`src/solar_to_lunar_date_converter_defines.svh`:
```
// Assertion macros shared by the date converter RTL.
// Each macro expects clk_i and rst_ni in the scope where it is used.
`ifndef SOLAR_TO_LUNAR_DATE_CONVERTER_DEFINES_SVH
`define SOLAR_TO_LUNAR_DATE_CONVERTER_DEFINES_SVH

// Property checked on every rising clock edge outside reset.
`define SLDC_ASSERT(name, prop, msg) \
  name: assert property (@(posedge clk_i) disable iff (!rst_ni) (prop)) else $error(msg);

// Consequent must hold in the cycle after the antecedent.
`define SLDC_ASSERT_NXT(name, ante, cons, msg) \
  name: assert property (@(posedge clk_i) disable iff (!rst_ni) (ante) |=> (cons)) \
    else $error(msg);

`endif

```
`src/sldc_pkg.sv`:
```
// Types and constants shared by the solar to lunar date converter.
// No dependencies; every other file of the block but the defines header refers to this package.
`timescale 1ns / 1ps

package sldc_pkg;

  // Width of a day number (days counted from the Julian epoch).
  localparam int DN_W = 23;

  // Rows held in the year table and the address width they need.
  localparam int ROM_ROWS = 11;
  localparam int ROM_AW   = $clog2(ROM_ROWS);

  typedef struct packed {
    logic [4:0]  solar_day;
    logic [3:0]  solar_month;
    logic [11:0] solar_year;
  } in_item_t;

  typedef struct packed {
    logic [4:0]  lunar_day;
    logic [3:0]  lunar_month;
    logic [11:0] moon_year;
    logic        leap_flag;
    logic        in_range;
    logic [3:0]  stem_index;
    logic [3:0]  branch_index;
  } out_item_t;

  // One row of the year table. The most significant used bit of lengths
  // is month one; a set bit means a 30-day month.
  typedef struct packed {
    logic [4:0]  ny_day;
    logic [3:0]  ny_month;
    logic [3:0]  leap;
    logic [12:0] lengths;
  } year_row_t;

  // Date handed to the day number unit.
  typedef struct packed {
    logic [4:0]  day;
    logic [3:0]  month;
    logic [11:0] year;
  } dn_req_t;

endpackage

```
`src/sldc_if.sv`:
```
// Valid/ready channels of the date converter, one per direction.
// Depends on sldc_pkg for the item types.
`timescale 1ns / 1ps

interface sldc_in_if;
  logic               valid;
  logic               ready;
  sldc_pkg::in_item_t data;

  modport source (output valid, output data, input ready);
  modport sink   (input valid, input data, output ready);
endinterface

interface sldc_out_if;
  logic                valid;
  logic                ready;
  sldc_pkg::out_item_t data;

  modport source (output valid, output data, input ready);
  modport sink   (input valid, input data, output ready);
endinterface

```
`src/solar_to_lunar_date_converter.sv`:
```
// Channel  | Dir | Fields
// in_i     | in  | solar_day, solar_month, solar_year
// out_o    | out | lunar_day, lunar_month, moon_year, leap_flag, in_range,
//          |     | stem_index, branch_index
//
// A result needs one pass through the two-stage day number unit when the year has no
// table row and two when the date precedes new year and the year before has none; else
// it needs two passes (three before new year), a walk over the lunar months of the row
// and the ST_DIV and ST_DONE states for the stem and branch.
// One item is in work at a time; the next is accepted while a result waits.
// Reset is asynchronous and active low and clears all control state.
//
// Top level of the date converter. Depends on sldc_pkg, sldc_if,
// sldc_daynum and solar_to_lunar_date_converter_defines.svh.
`timescale 1ns / 1ps
`include "solar_to_lunar_date_converter_defines.svh"

module solar_to_lunar_date_converter #(
  parameter int FIRST_TABLE_YEAR = 2020,
  parameter int TABLE_YEARS      = 11
) (
  input  logic              clk_i,
  input  logic              rst_ni,
  sldc_in_if.sink           in_i,
  sldc_out_if.source        out_o
);

  localparam int AW       = sldc_pkg::ROM_AW;
  localparam int DiffW    = sldc_pkg::DN_W + 1;
  localparam int RowLimit = (TABLE_YEARS < sldc_pkg::ROM_ROWS) ? TABLE_YEARS
                                                              : sldc_pkg::ROM_ROWS;

  localparam sldc_pkg::year_row_t YearRom [sldc_pkg::ROM_ROWS] = '{
    '{5'd25, 4'd1, 4'd4, 13'h1A95},
    '{5'd12, 4'd2, 4'd0, 13'h0D4A},
    '{5'd1,  4'd2, 4'd0, 13'h0DA5},
    '{5'd22, 4'd1, 4'd2, 13'h15AA},
    '{5'd10, 4'd2, 4'd0, 13'h056A},
    '{5'd29, 4'd1, 4'd0, 13'h0AAD},
    '{5'd17, 4'd2, 4'd6, 13'h1556},
    '{5'd6,  4'd2, 4'd0, 13'h0A5B},
    '{5'd26, 4'd1, 4'd5, 13'h152B},
    '{5'd13, 4'd2, 4'd0, 13'h0A2B},
    '{5'd3,  4'd2, 4'd0, 13'h0953}
  };

  localparam logic [2:0] ST_IDLE = 3'd0;
  localparam logic [2:0] ST_WNOW = 3'd1;
  localparam logic [2:0] ST_WNY  = 3'd2;
  localparam logic [2:0] ST_CMP  = 3'd3;
  localparam logic [2:0] ST_PREV = 3'd4;
  localparam logic [2:0] ST_WALK = 3'd5;
  localparam logic [2:0] ST_DIV  = 3'd6;
  localparam logic [2:0] ST_DONE = 3'd7;

  typedef struct packed {
    logic          hit;
    logic [AW-1:0] addr;
  } row_ref_t;

  function automatic row_ref_t row_lookup(input logic [11:0] year);
    logic signed [12:0] off;
    row_ref_t           r;
    off    = $signed({1'b0, year}) - $signed(13'(FIRST_TABLE_YEAR));
    r.hit  = !off[12] && (off[11:0] < 12'(RowLimit));
    r.addr = off[AW-1:0];
    return r;
  endfunction

  logic [2:0]  state_q;
  logic [11:0] sy_q;
  logic [11:0] ry_q;
  logic        row_ok_q;
  logic        prev_q;

  logic [sldc_pkg::DN_W-1:0] jd_now_q;
  logic [sldc_pkg::DN_W-1:0] jd_ny_q;
  logic signed [DiffW-1:0]   diff_q;
  logic [3:0]                walk_i_q;
  logic [3:0]                cur_q;
  logic                      in_leap_q;

  logic [4:0]  res_day_q;
  logic [3:0]  res_month_q;
  logic [11:0] res_ly_q;
  logic        res_leap_q;
  logic        res_ok_q;
  logic [8:0]  q10_q;
  logic [8:0]  q12_q;

  sldc_pkg::out_item_t out_q;
  logic                out_valid_q;

  sldc_pkg::year_row_t rom_q;
  logic                rom_re;
  logic [AW-1:0]       rom_addr;

  row_ref_t cur_look;
  row_ref_t prev_look;
  logic     in_acc;
  logic     go_prev;
  logic     out_load;

  logic                      dn_start;
  sldc_pkg::dn_req_t         dn_req;
  logic                      dn_vld;
  logic [sldc_pkg::DN_W-1:0] dn;

  logic                    leap_row;
  logic [3:0]              walk_total;
  logic [3:0]              bit_idx;
  logic signed [DiffW-1:0] month_len;

  logic [12:0] x10;
  logic [12:0] x12;
  logic [25:0] prod10;
  logic [25:0] prod12;
  logic [12:0] rem10;
  logic [12:0] rem12;

  assign in_acc    = in_i.valid && in_i.ready;
  assign in_i.ready = (state_q == ST_IDLE);
  assign cur_look  = row_lookup(in_i.data.solar_year);
  assign prev_look = row_lookup(sy_q - 12'd1);
  assign go_prev   = (jd_now_q < jd_ny_q) && !prev_q;
  assign out_load  = (state_q == ST_DONE) && (!out_valid_q || out_o.ready);

  // Year table reads: the new item's year on accept, the year before when
  // the date turns out to precede that year's new year.
  always_comb begin
    rom_re   = 1'b0;
    rom_addr = cur_look.addr;
    if (state_q == ST_IDLE) begin
      rom_re = in_acc && cur_look.hit;
    end else if (state_q == ST_CMP) begin
      rom_re   = go_prev && prev_look.hit;
      rom_addr = prev_look.addr;
    end
  end

  always_ff @(posedge clk_i) begin
    if (rom_re) begin
      rom_q <= YearRom[rom_addr];
    end
  end

  always_comb begin
    dn_start = 1'b0;
    dn_req   = '{day: rom_q.ny_day, month: rom_q.ny_month, year: ry_q};
    unique case (state_q)
      ST_IDLE: begin
        dn_start = in_acc;
        dn_req   = '{day:   in_i.data.solar_day,
                     month: in_i.data.solar_month,
                     year:  in_i.data.solar_year};
      end
      ST_WNOW: dn_start = dn_vld && row_ok_q;
      ST_PREV: dn_start = 1'b1;
      default: dn_start = 1'b0;
    endcase
  end

  sldc_daynum u_daynum (
    .clk_i   (clk_i),
    .rst_ni  (rst_ni),
    .start_i (dn_start),
    .req_i   (dn_req),
    .valid_o (dn_vld),
    .dn_o    (dn)
  );

  // Month walk: bits are taken from the top of the used part of the map.
  always_comb begin
    leap_row   = (rom_q.leap != 4'd0);
    walk_total = leap_row ? 4'd13 : 4'd12;
    bit_idx    = walk_total - 4'd1 - walk_i_q;
    month_len  = rom_q.lengths[bit_idx] ? DiffW'(30) : DiffW'(29);
  end

  // Stem and branch: quotients by 10 and 12 through reciprocal products.
  always_comb begin
    x10    = 13'(res_ly_q) + 13'd6;
    x12    = 13'(res_ly_q) + 13'd8;
    prod10 = 26'(x10) * 26'd6554;
    prod12 = 26'(x12) * 26'd5462;
    rem10  = x10 - 13'(q10_q) * 13'd10;
    rem12  = x12 - 13'(q12_q) * 13'd12;
  end

  always_ff @(posedge clk_i) begin
    if (state_q == ST_DIV) begin
      q10_q <= prod10[24:16];
      q12_q <= prod12[24:16];
    end
    if (out_load) begin
      out_q.lunar_day    <= res_day_q;
      out_q.lunar_month  <= res_month_q;
      out_q.moon_year    <= res_ly_q;
      out_q.leap_flag    <= res_leap_q;
      out_q.in_range     <= res_ok_q;
      out_q.stem_index   <= rem10[3:0];
      out_q.branch_index <= rem12[3:0];
    end
  end

  always_ff @(posedge clk_i or negedge rst_ni) begin
    if (!rst_ni) begin
      out_valid_q <= 1'b0;
    end else if (out_load) begin
      out_valid_q <= 1'b1;
    end else if (out_o.ready) begin
      out_valid_q <= 1'b0;
    end
  end

  assign out_o.valid = out_valid_q;
  assign out_o.data  = out_q;

  always_ff @(posedge clk_i or negedge rst_ni) begin
    if (!rst_ni) begin
      state_q     <= ST_IDLE;
      row_ok_q    <= 1'b0;
      prev_q      <= 1'b0;
      sy_q        <= '0;
      ry_q        <= '0;
      jd_now_q    <= '0;
      jd_ny_q     <= '0;
      diff_q      <= '0;
      walk_i_q    <= '0;
      cur_q       <= '0;
      in_leap_q   <= 1'b0;
      res_day_q   <= '0;
      res_month_q <= '0;
      res_ly_q    <= '0;
      res_leap_q  <= 1'b0;
      res_ok_q    <= 1'b0;
    end else begin
      unique case (state_q)
        ST_IDLE: begin
          if (in_acc) begin
            sy_q     <= in_i.data.solar_year;
            ry_q     <= in_i.data.solar_year;
            row_ok_q <= cur_look.hit;
            prev_q   <= 1'b0;
            state_q  <= ST_WNOW;
          end
        end
        ST_WNOW: begin
          if (dn_vld) begin
            jd_now_q <= dn;
            if (row_ok_q) begin
              state_q <= ST_WNY;
            end else begin
              res_day_q   <= 5'd1;
              res_month_q <= 4'd1;
              res_ly_q    <= sy_q;
              res_leap_q  <= 1'b0;
              res_ok_q    <= 1'b0;
              state_q     <= ST_DIV;
            end
          end
        end
        ST_WNY: begin
          if (dn_vld) begin
            jd_ny_q <= dn;
            state_q <= ST_CMP;
          end
        end
        ST_CMP: begin
          if (go_prev) begin
            prev_q <= 1'b1;
            ry_q   <= sy_q - 12'd1;
            if (prev_look.hit) begin
              state_q <= ST_PREV;
            end else begin
              res_day_q   <= 5'd1;
              res_month_q <= 4'd1;
              res_ly_q    <= sy_q;
              res_leap_q  <= 1'b0;
              res_ok_q    <= 1'b0;
              state_q     <= ST_DIV;
            end
          end else begin
            diff_q    <= $signed({1'b0, jd_now_q}) - $signed({1'b0, jd_ny_q});
            walk_i_q  <= '0;
            cur_q     <= 4'd1;
            in_leap_q <= 1'b0;
            state_q   <= ST_WALK;
          end
        end
        ST_PREV: begin
          state_q <= ST_WNY;
        end
        ST_WALK: begin
          if (walk_i_q == walk_total) begin
            // The date lies past the last month of the lunar year.
            res_day_q   <= 5'd1;
            res_month_q <= 4'd1;
            res_ly_q    <= ry_q;
            res_leap_q  <= 1'b0;
            res_ok_q    <= 1'b1;
            state_q     <= ST_DIV;
          end else if (diff_q < month_len) begin
            res_day_q   <= diff_q[4:0] + 5'd1;
            res_month_q <= cur_q;
            res_ly_q    <= ry_q;
            res_leap_q  <= in_leap_q;
            res_ok_q    <= 1'b1;
            state_q     <= ST_DIV;
          end else begin
            diff_q   <= diff_q - month_len;
            walk_i_q <= walk_i_q + 4'd1;
            // The leap month repeats the number of the month before it.
            if (leap_row && (cur_q == rom_q.leap) && !in_leap_q) begin
              in_leap_q <= 1'b1;
            end else begin
              cur_q     <= cur_q + 4'd1;
              in_leap_q <= 1'b0;
            end
          end
        end
        ST_DIV: begin
          state_q <= ST_DONE;
        end
        ST_DONE: begin
          if (out_load) begin
            state_q <= ST_IDLE;
          end
        end
        default: state_q <= ST_IDLE;
      endcase
    end
  end

  `SLDC_ASSERT(a_dflt_shape, out_o.valid && !out_o.data.in_range |-> out_o.data.lunar_day == 5'd1 && out_o.data.lunar_month == 4'd1 && !out_o.data.leap_flag, "bad default result")
  `SLDC_ASSERT(a_sb_range, out_o.valid |-> out_o.data.stem_index < 4'd10 && out_o.data.branch_index < 4'd12, "stem or branch out of range")
  `SLDC_ASSERT(a_dn_in_wait, dn_vld |-> state_q == ST_WNOW || state_q == ST_WNY, "day number arrived outside a wait state")
  `SLDC_ASSERT(a_walk_bound, state_q == ST_WALK |-> walk_i_q <= walk_total, "month walk overran the year")
  `SLDC_ASSERT_NXT(a_accept_wait, in_acc, state_q == ST_WNOW && !dn_vld, "accepted item did not start a lookup")

endmodule

```
`src/sldc_daynum.sv`:
```
// Two-stage day number unit: Gregorian date in, Julian day number out.
// Depends on sldc_pkg for the request type and the result width.
`timescale 1ns / 1ps

module sldc_daynum (
  input  logic                         clk_i,
  input  logic                         rst_ni,
  input  logic                         start_i,
  input  sldc_pkg::dn_req_t            req_i,
  output logic                         valid_o,
  output logic [sldc_pkg::DN_W-1:0]    dn_o
);

  // floor(30.6001 * k) for the month terms that can occur.
  function automatic logic [8:0] month_term(input logic [4:0] k);
    logic [8:0] t;
    case (k)
      5'd4:    t = 9'd122;
      5'd5:    t = 9'd153;
      5'd6:    t = 9'd183;
      5'd7:    t = 9'd214;
      5'd8:    t = 9'd244;
      5'd9:    t = 9'd275;
      5'd10:   t = 9'd306;
      5'd11:   t = 9'd336;
      5'd12:   t = 9'd367;
      5'd13:   t = 9'd397;
      5'd14:   t = 9'd428;
      5'd15:   t = 9'd459;
      5'd16:   t = 9'd489;
      default: t = 9'd0;
    endcase
    return t;
  endfunction

  logic [11:0] y_adj;
  logic [3:0]  m_adj;
  logic [13:0] y_off;
  logic [23:0] prod_e;
  logic [24:0] prod_a;

  logic [21:0] e_q;
  logic [5:0]  a_q;
  logic [8:0]  f_q;
  logic [4:0]  d_q;
  logic        s1_vld_q;

  logic [sldc_pkg::DN_W-1:0] sum;
  logic [sldc_pkg::DN_W-1:0] dn_d, dn_q;
  logic                      vld_q;

  // January and February count as months 13 and 14 of the year before.
  always_comb begin
    if (req_i.month <= 4'd2) begin
      y_adj = req_i.year - 12'd1;
      m_adj = req_i.month + 4'd12;
    end else begin
      y_adj = req_i.year;
      m_adj = req_i.month;
    end
    y_off  = 14'(y_adj) + 14'd4716;
    prod_e = 24'(y_off) * 24'd1461;
    // Century count: 5243 / 2^19 stands in for 1/100 over 12-bit years.
    prod_a = 25'(y_adj) * 25'd5243;
  end

  always_ff @(posedge clk_i) begin
    if (start_i) begin
      e_q <= prod_e[23:2];
      a_q <= prod_a[24:19];
      f_q <= month_term(5'(m_adj) + 5'd1);
      d_q <= req_i.day;
    end
  end

  always_comb begin
    sum = sldc_pkg::DN_W'(2) - sldc_pkg::DN_W'(a_q) + sldc_pkg::DN_W'(a_q[5:2])
        + sldc_pkg::DN_W'(d_q) + sldc_pkg::DN_W'(e_q) + sldc_pkg::DN_W'(f_q);
    dn_d = (sum >= sldc_pkg::DN_W'(1525)) ? sum - sldc_pkg::DN_W'(1525)
                                          : sum - sldc_pkg::DN_W'(1524);
  end

  always_ff @(posedge clk_i) begin
    if (s1_vld_q) begin
      dn_q <= dn_d;
    end
  end

  always_ff @(posedge clk_i or negedge rst_ni) begin
    if (!rst_ni) begin
      s1_vld_q <= 1'b0;
      vld_q    <= 1'b0;
    end else begin
      s1_vld_q <= start_i;
      vld_q    <= s1_vld_q;
    end
  end

  assign valid_o = vld_q;
  assign dn_o    = dn_q;

endmodule
```
`src/flat_wrapper.sv`:
```
// flat-port wrapper written by rule: the top's interface ports become plain ports
module solar_to_lunar_date_converter_flat 
#(
  parameter int FIRST_TABLE_YEAR = 2020,
  parameter int TABLE_YEARS      = 11
)
  (clk_i, rst_ni, in_i_valid, in_i_data, in_i_ready, out_o_valid, out_o_data, out_o_ready);
  sldc_in_if in_i_i ();
  sldc_out_if out_o_i ();
  input  logic clk_i;
  input  logic rst_ni;
  input wire logic [$bits(in_i_i.valid)-1:0] in_i_valid;
  input wire logic [$bits(in_i_i.data)-1:0] in_i_data;
  output wire logic [$bits(in_i_i.ready)-1:0] in_i_ready;
  output wire logic [$bits(out_o_i.valid)-1:0] out_o_valid;
  output wire logic [$bits(out_o_i.data)-1:0] out_o_data;
  input wire logic [$bits(out_o_i.ready)-1:0] out_o_ready;
  assign in_i_i.valid = in_i_valid;
  assign in_i_i.data = in_i_data;
  assign in_i_ready = in_i_i.ready;
  assign out_o_valid = out_o_i.valid;
  assign out_o_data = out_o_i.data;
  assign out_o_i.ready = out_o_ready;
  solar_to_lunar_date_converter #(.FIRST_TABLE_YEAR(FIRST_TABLE_YEAR), .TABLE_YEARS(TABLE_YEARS)) u_core (.clk_i(clk_i), .rst_ni(rst_ni), .in_i(in_i_i), .out_o(out_o_i));
endmodule
```
`config.mk`:
```
export PLATFORM = sky130hd
export DESIGN_NAME = solar_to_lunar_date_converter_flat
export DESIGN_NICKNAME = d
export VERILOG_FILES = /design/src/sldc_pkg.sv /design/src/sldc_if.sv /design/src/solar_to_lunar_date_converter.sv /design/src/sldc_daynum.sv /design/src/flat_wrapper.sv
export VERILOG_INCLUDE_DIRS = /design/src /design/src/src
export SDC_FILE = /design/constraint.sdc
export NUM_CORES = 1
export LEC_CHECK = 0
export BUFFER_PORTS_ARGS = -buffer_cell sky130_fd_sc_hd__buf_2
export CORE_UTILIZATION = 38
export CTS_BUF_LIST = sky130_fd_sc_hd__clkbuf_4
export CTS_CLUSTER_DIAMETER = 80
export DETAILED_ROUTE_END_ITERATION = 10
export SLEW_MARGIN = 0
export SYNTH_ARGS = -nofsm -noshare
export SYNTH_HDL_FRONTEND = slang
export SYNTH_HIERARCHICAL = 1
export SYNTH_SLANG_ARGS = --single-unit
```
`constraint.sdc`:
```
create_clock -name clk_i -period 16.3 [get_ports clk_i]
set_input_delay 1.63 -clock clk_i [delete_from_list [all_inputs] [get_ports clk_i]]
set_output_delay 1.63 -clock clk_i [all_outputs]
set_load 0.05 [all_outputs]
```
Yosys cells after proc, flatten, opt, wreduce, memory -nomap -nowiden --
Memories as Yosys holds them, arrays and structs flattened. A register that Yosys moved wholly into a read port is not among the register bits. Cells that the tools add are included.
Cells by class: add/sub/neg operators 25, shift-type cells 0, reductions and logical operators 30, multipliers 6, div/mod/pow operators 0, equality and inequality tests 21, order comparisons 7, bitwise gates (word level) 1, mux-type cells 80
Operators by type and width (count):
- 12-bit two-way mux | 9
- 24-bit two-way mux | 3
- 4-bit two-way mux | 16
- 13-bit by 12-bit multiplier with 24-bit output, second input constant | 2
- 24-bit case mux with 2 select lines | 1
- 23-bit by 11-bit subtractor with 23-bit output, second input constant | 2
- 12-bit case mux with 3 select lines | 1
- 5-bit two-way mux | 6
- 12-bit by 11-bit subtractor with 13-bit output, second input constant | 2
- 12-bit by 13-bit multiplier with 25-bit output, second input constant | 1
- 12-bit by 4-bit less-than comparator with 1-bit output, second input constant | 2
- 24-bit less-than comparator | 1
- 14-bit by 11-bit multiplier with 24-bit output, second input constant | 1
- 12-bit case mux with 2 select lines | 1
- 3-bit case mux with 8 select lines | 1
- 12-bit by 1-bit subtractor with 12-bit output, second input constant | 2
- 23-bit by 23-bit subtractor with 24-bit output | 1
- 24-bit subtractor | 1
- 23-bit by 22-bit adder with 23-bit output | 1
- 23-bit by 9-bit adder with 23-bit output | 1
- 23-bit by 11-bit >= comparator with 1-bit output, second input constant | 1
- 23-bit less-than comparator | 1
- 23-bit two-way mux | 1
- 21-bit two-way mux | 1
- other kinds (45) | 111
Word-level totals: memories kept 2, bits in read-only memories 704, output and inout bits 33, memory bits (writable) 0, logic and storage cells 204, input port bits 25, bits in latches 0, flip-flop bits (word level) 239
Memories:
- (name not given) | words 16, width 26, rd ports 1, clocked after memory_dff 1, wr ports 0, RTL line solar_to_lunar_date_converter.sv:143 | rom_q <= YearRom[rom_addr];
- (name not given) | words 32, width 9, rd ports 1, clocked after memory_dff 1, wr ports 0, RTL line sldc_daynum.sv:17 | case (k)

Logic depth before layout (Yosys ltp) --
depth in word-level cells 11, depth in mapped cells 35, mapped depth without buffers 32

Hierarchy --
Netlist, hierarchy kept.
Modules (own cells, without submodules):
- solar_to_lunar_date_converter | area an instance 15025.7 um^2, cells an instance 1528, times used 1
- sldc_daynum | area an instance 11095.6 um^2, cells an instance 1128, times used 1

Worst setup path after synthesis --
No wires, ideal clock.
path kind register to register, start point reg u_core.state_q[2], end point reg u_core.u_daynum.e_q[17] (data pin), clock period less this slack 8.733 ns, data arrival time 8.476 ns, required time 16.042 ns, library setup time 0.258 ns, buffers on the path 3, cell stages (with the launch flop) 33, path slack 7.567 ns, cell sequence dfrtp_1 clkbuf_1 nor3_1 clkbuf_1 and2_1 inv_1 ha_1 a21bo_1 and2_1 clkbuf_1 nor2_1 xor2_1 inv_1 ha_1 o21ai_0 a31oi_1 o21ai_0 xnor2_1 ha_1 fa_1 fa_1 fa_1 inv_1 fa_1 inv_1 ha_1 and2_1 o21ai_0 o211ai_1 a31oi_1 o21bai_1 a21oi_1 xnor2_1
RTL lines:
- from (decl) | RTL line solar_to_lunar_date_converter.sv:70 | logic [2:0] state_q;
- from (signal assigned) | RTL line solar_to_lunar_date_converter.sv:221 | state_q <= ST_IDLE;
- from (signal assigned) | RTL line solar_to_lunar_date_converter.sv:245 | state_q <= ST_WNOW;
- from (signal assigned) | RTL line solar_to_lunar_date_converter.sv:252 | state_q <= ST_WNY;
- to (signal assigned) | RTL line sldc_daynum.sv:69 | e_q <= prod_e[23:2];
- to (decl) | RTL line sldc_daynum.sv:42 | logic [21:0] e_q;

==> impl_metrics.env <==
export IMPL_placed_area_um2=27300
export IMPL_ys_top_cells_by_area="ha_1 18%, fa_1 14%, edfxtp_1 14%"
export IMPL_crit_fanout=25
export IMPL_async_flop_share_pct=52.5
export IMPL_fmax_mhz=110
export IMPL_dieArea_um2=69800
export IMPL_final_common_cell="inv_1"
export IMPL_design_area_um2=28300
export IMPL_grt_pass1_vias=19617
export IMPL_setup_tns_ns=0
export IMPL_yosysTopAreaCell="ha_1"
export IMPL_crit_type="reg -> reg"
export IMPL_dieHeight_um=264
export IMPL_clk_latency_ns=0.81
export IMPL_numCtsBuffers=76
export IMPL_crit_path_start_kind="flop"
export IMPL_finalClockSkew_ns=0.0883
export IMPL_setup_viol=0
export IMPL_synth_avg_cell_area_um2=9.83
export IMPL_hold_buffers=0
export IMPL_viasPerCell=5.08
export IMPL_detailed_place_hpwl_um=47500
export IMPL_routed_wirelength_um=58900
export IMPL_core_area_um2=67600
export IMPL_vias=18682
export IMPL_grt_max_degree=75
export IMPL_ys_seq_area_share_pct=26.7
export IMPL_crit_path_end="u_core/u_daynum/e_q[17]"
export IMPL_gp_congestion=0.877
export IMPL_cp_num_buf_inv=5
export IMPL_grt_usage_pct=17.5
export IMPL_critPathMaxStageDelay_ns=0.61
export IMPL_place_ws_ns=6.86
export IMPL_antenna_found_initial=4
export IMPL_cts_sinks=255
export IMPL_drive_above_1_share_pct=11.6
export IMPL_wl_per_cell_um=16.0
export IMPL_drtIter0Drc=1159
export IMPL_yosysWarnings=6
export IMPL_rsz0062_at_grt="no"
export IMPL_drtAntennaViolNets=0
export IMPL_syn_inst=2656
export IMPL_path_clk_slew_ns=0.06
export IMPL_r2r_slack_ns=7.18
export IMPL_startpoint="u_core/state_q[2]"
export IMPL_worstPathRequired_ns=16.80
export IMPL_period_share_pct=56.0
export IMPL_clockBufferDepth=3
export IMPL_ys_flop_type="dfrtp_1"
export IMPL_cts_tree="done"
export IMPL_slew_viol_final=0
export IMPL_fp_dieW_um=264
export IMPL_area_growth_syn_to_layout_pct=8.28
export IMPL_hold_path_class="reg -> reg"
export IMPL_finalNetCount=3322
export IMPL_ys_types=108
export IMPL_worst_pin_slew_ns=1.41
export IMPL_hold_viol_final=0
export IMPL_status="complete, no violations"
export IMPL_drc_errors=0
export IMPL_period_needed_ns=9.12
export IMPL_fin_hold_ws_ns=0.426
export IMPL_ctsResizeCount=0
export IMPL_synthesis_nets=3244
export IMPL_cp_top_family="adder cells"
export IMPL_maxCapViolations=0
export IMPL_portBuffers=57
export IMPL_pin_count=58
export IMPL_cts_setup_buffers=0
export IMPL_cp_arrival_ns=9.62
export IMPL_synth_top_area_share_pct=18.0
export IMPL_synth_edf_count=121
export IMPL_most_common_layout_cells="482 x inv_1, 375 x ha_1, 188 x fa_1"
export IMPL_grt_pass1_wl_um=99600
export IMPL_dr_pass1_iters=5
export IMPL_root_buffer="clkbuf_4"
export IMPL_cts_max_level=3
export IMPL_grt_overflow=0
export IMPL_relSlewSlack_pct=5.15
export IMPL_r2r_start="u_core/state_q[2]"
export IMPL_initial_core_util_pct=38.6
export IMPL_rows=95
export IMPL_cp_slowest_cell="xor2_1"
export IMPL_netlist_area_um2=26100
export IMPL_synth_seq_cells=255
export IMPL_fin_ws_ns=7.18
export IMPL_path_depth=30
export IMPL_reg2reg_to="u_core/u_daynum/e_q[17]"
export IMPL_worst_r2r_cell_count=30
export IMPL_endpoint_kind="flop"
==> metrics by stage <==
| step | instances | util, % |
|---|---|---|
| 4_1_cts | 3669 | 41.8 |
| 3_3_place_gp | 3529 | 40.4 |
| 3_5_place_dp | 3529 | 40.4 |
| 6_report | 3674 | 41.8 |
| 2_1_floorplan | 2656 | - |
| 5_1_grt | 3674 | 41.8 |
==> registers in the layout, summed over array words and instances, names as in the netlist, 2 cells and up <==
signal / cells
u_core/out_o.data: 28
u_core/diff_q: 24
u_core/jd_now_q: 23
u_core/jd_ny_q: 23
u_core/rom_q: 23
u_core/u_daynum/dn_o: 23
u_core/u_daynum/e_q: 22
u_core/res_ly_q: 12
u_core/ry_q: 12
u_core/sy_q: 12
u_core/u_daynum/f_q: 9
u_core/u_daynum/a_q: 6
u_core/res_day_q: 5
u_core/u_daynum/d_q: 5
u_core/cur_q: 4
u_core/res_month_q: 4
u_core/walk_i_q: 4
u_core/q10_q: 3
u_core/state_q: 3
u_core/q12_q: 2
==> cell type report <==
cell class	instances	area, um^2
fill	6518	39300
sequential	255	6990
antenna	5	12.5
multi-input combinational	1849	17000
timing repair buffer	70	389
clock inverter	28	124
inverter	482	1810
tap	873	1090
clock buffer	112	841
==> per-layer routing <==
metal | wire, um | vias up | GRT usage [%]
li1 | - | 9214 | -
met1 | 27000 | 9046 | 22.7
met2 | 28700 | 336 | 30.1
met3 | 1930 | 86 | 2.69
met4 | 1180 | 0 | 4.86
met5 | 0 | - | 0
==> synth_stat cells (12+ instances only) <==
cell type and instances:
inv_1 482, ha_1 375, fa_1 188, nand2_1 165
dfrtp_1 134, o21ai_0 124, a21oi_1 122, edfxtp_1 121
nor2_1 114, xnor2_1 112, xor2_1 69, mux2_2 64
nor3_1 50, nand3_1 47, clkbuf_1 44, a21o_1 33
mux2i_1 23, and2_1 22, a31oi_1 19, nand4_1 17
o21a_1 16, buf_2 15, o211ai_1 15, and3_1 14
nor2b_1 14, o21bai_1 14, a211o_1 12, a211oi_1 12
==> worst min-delay path by stage <==
stage	startpoint	end	cells past startpoint
6_report	u_core/u_daynum/dn_o[6]	u_core/jd_ny_q[6]	2
5_1_grt	u_core/u_daynum/dn_o[14]	u_core/jd_ny_q[14]	2
4_1_cts	u_core/u_daynum/dn_o[6]	u_core/jd_ny_q[6]	2
3_5_place_dp	u_core/res_day_q[1]	u_core/out_o.data[27]	0
3_3_place_gp	u_core/res_month_q[3]	u_core/out_o.data[25]	0
2_1_floorplan	u_core/res_day_q[4]	u_core/out_o.data[30]	0
==> kinds of logic (layout without fill, tap and decap cells) <==
| logic type | Yosys count | in the layout | share of synthesized area (%) |
|---|---|---|---|
| fa+ha+maj | 563 | 563 | 32.4 |
| simple gates | 532 | 532 | 10.3 |
| other cells | 0 | 5 | 0 |
| buf+inv | 552 | 692 | 8.13 |
| flops | 255 | 255 | 26.7 |
| compound gates | 472 | 472 | 11.8 |
| xor+xnor | 182 | 182 | 6.16 |
| mux | 100 | 100 | 4.46 |
==> worst register-to-register path, delay by kind of cell (launching register included) <==
family | cells | cell delay [ns]
compound gates | 8 | 1.91
xor+xnor | 3 | 0.96
fa+ha+maj | 8 | 3.20
buf+inv | 5 | 0.81
flops | 1 | 0.58
mux | 1 | 0.45
simple gates | 5 | 0.92
Power is not shown: default switching activity piles up to over one toggle a cycle in this logic, so the estimate is an artifact.
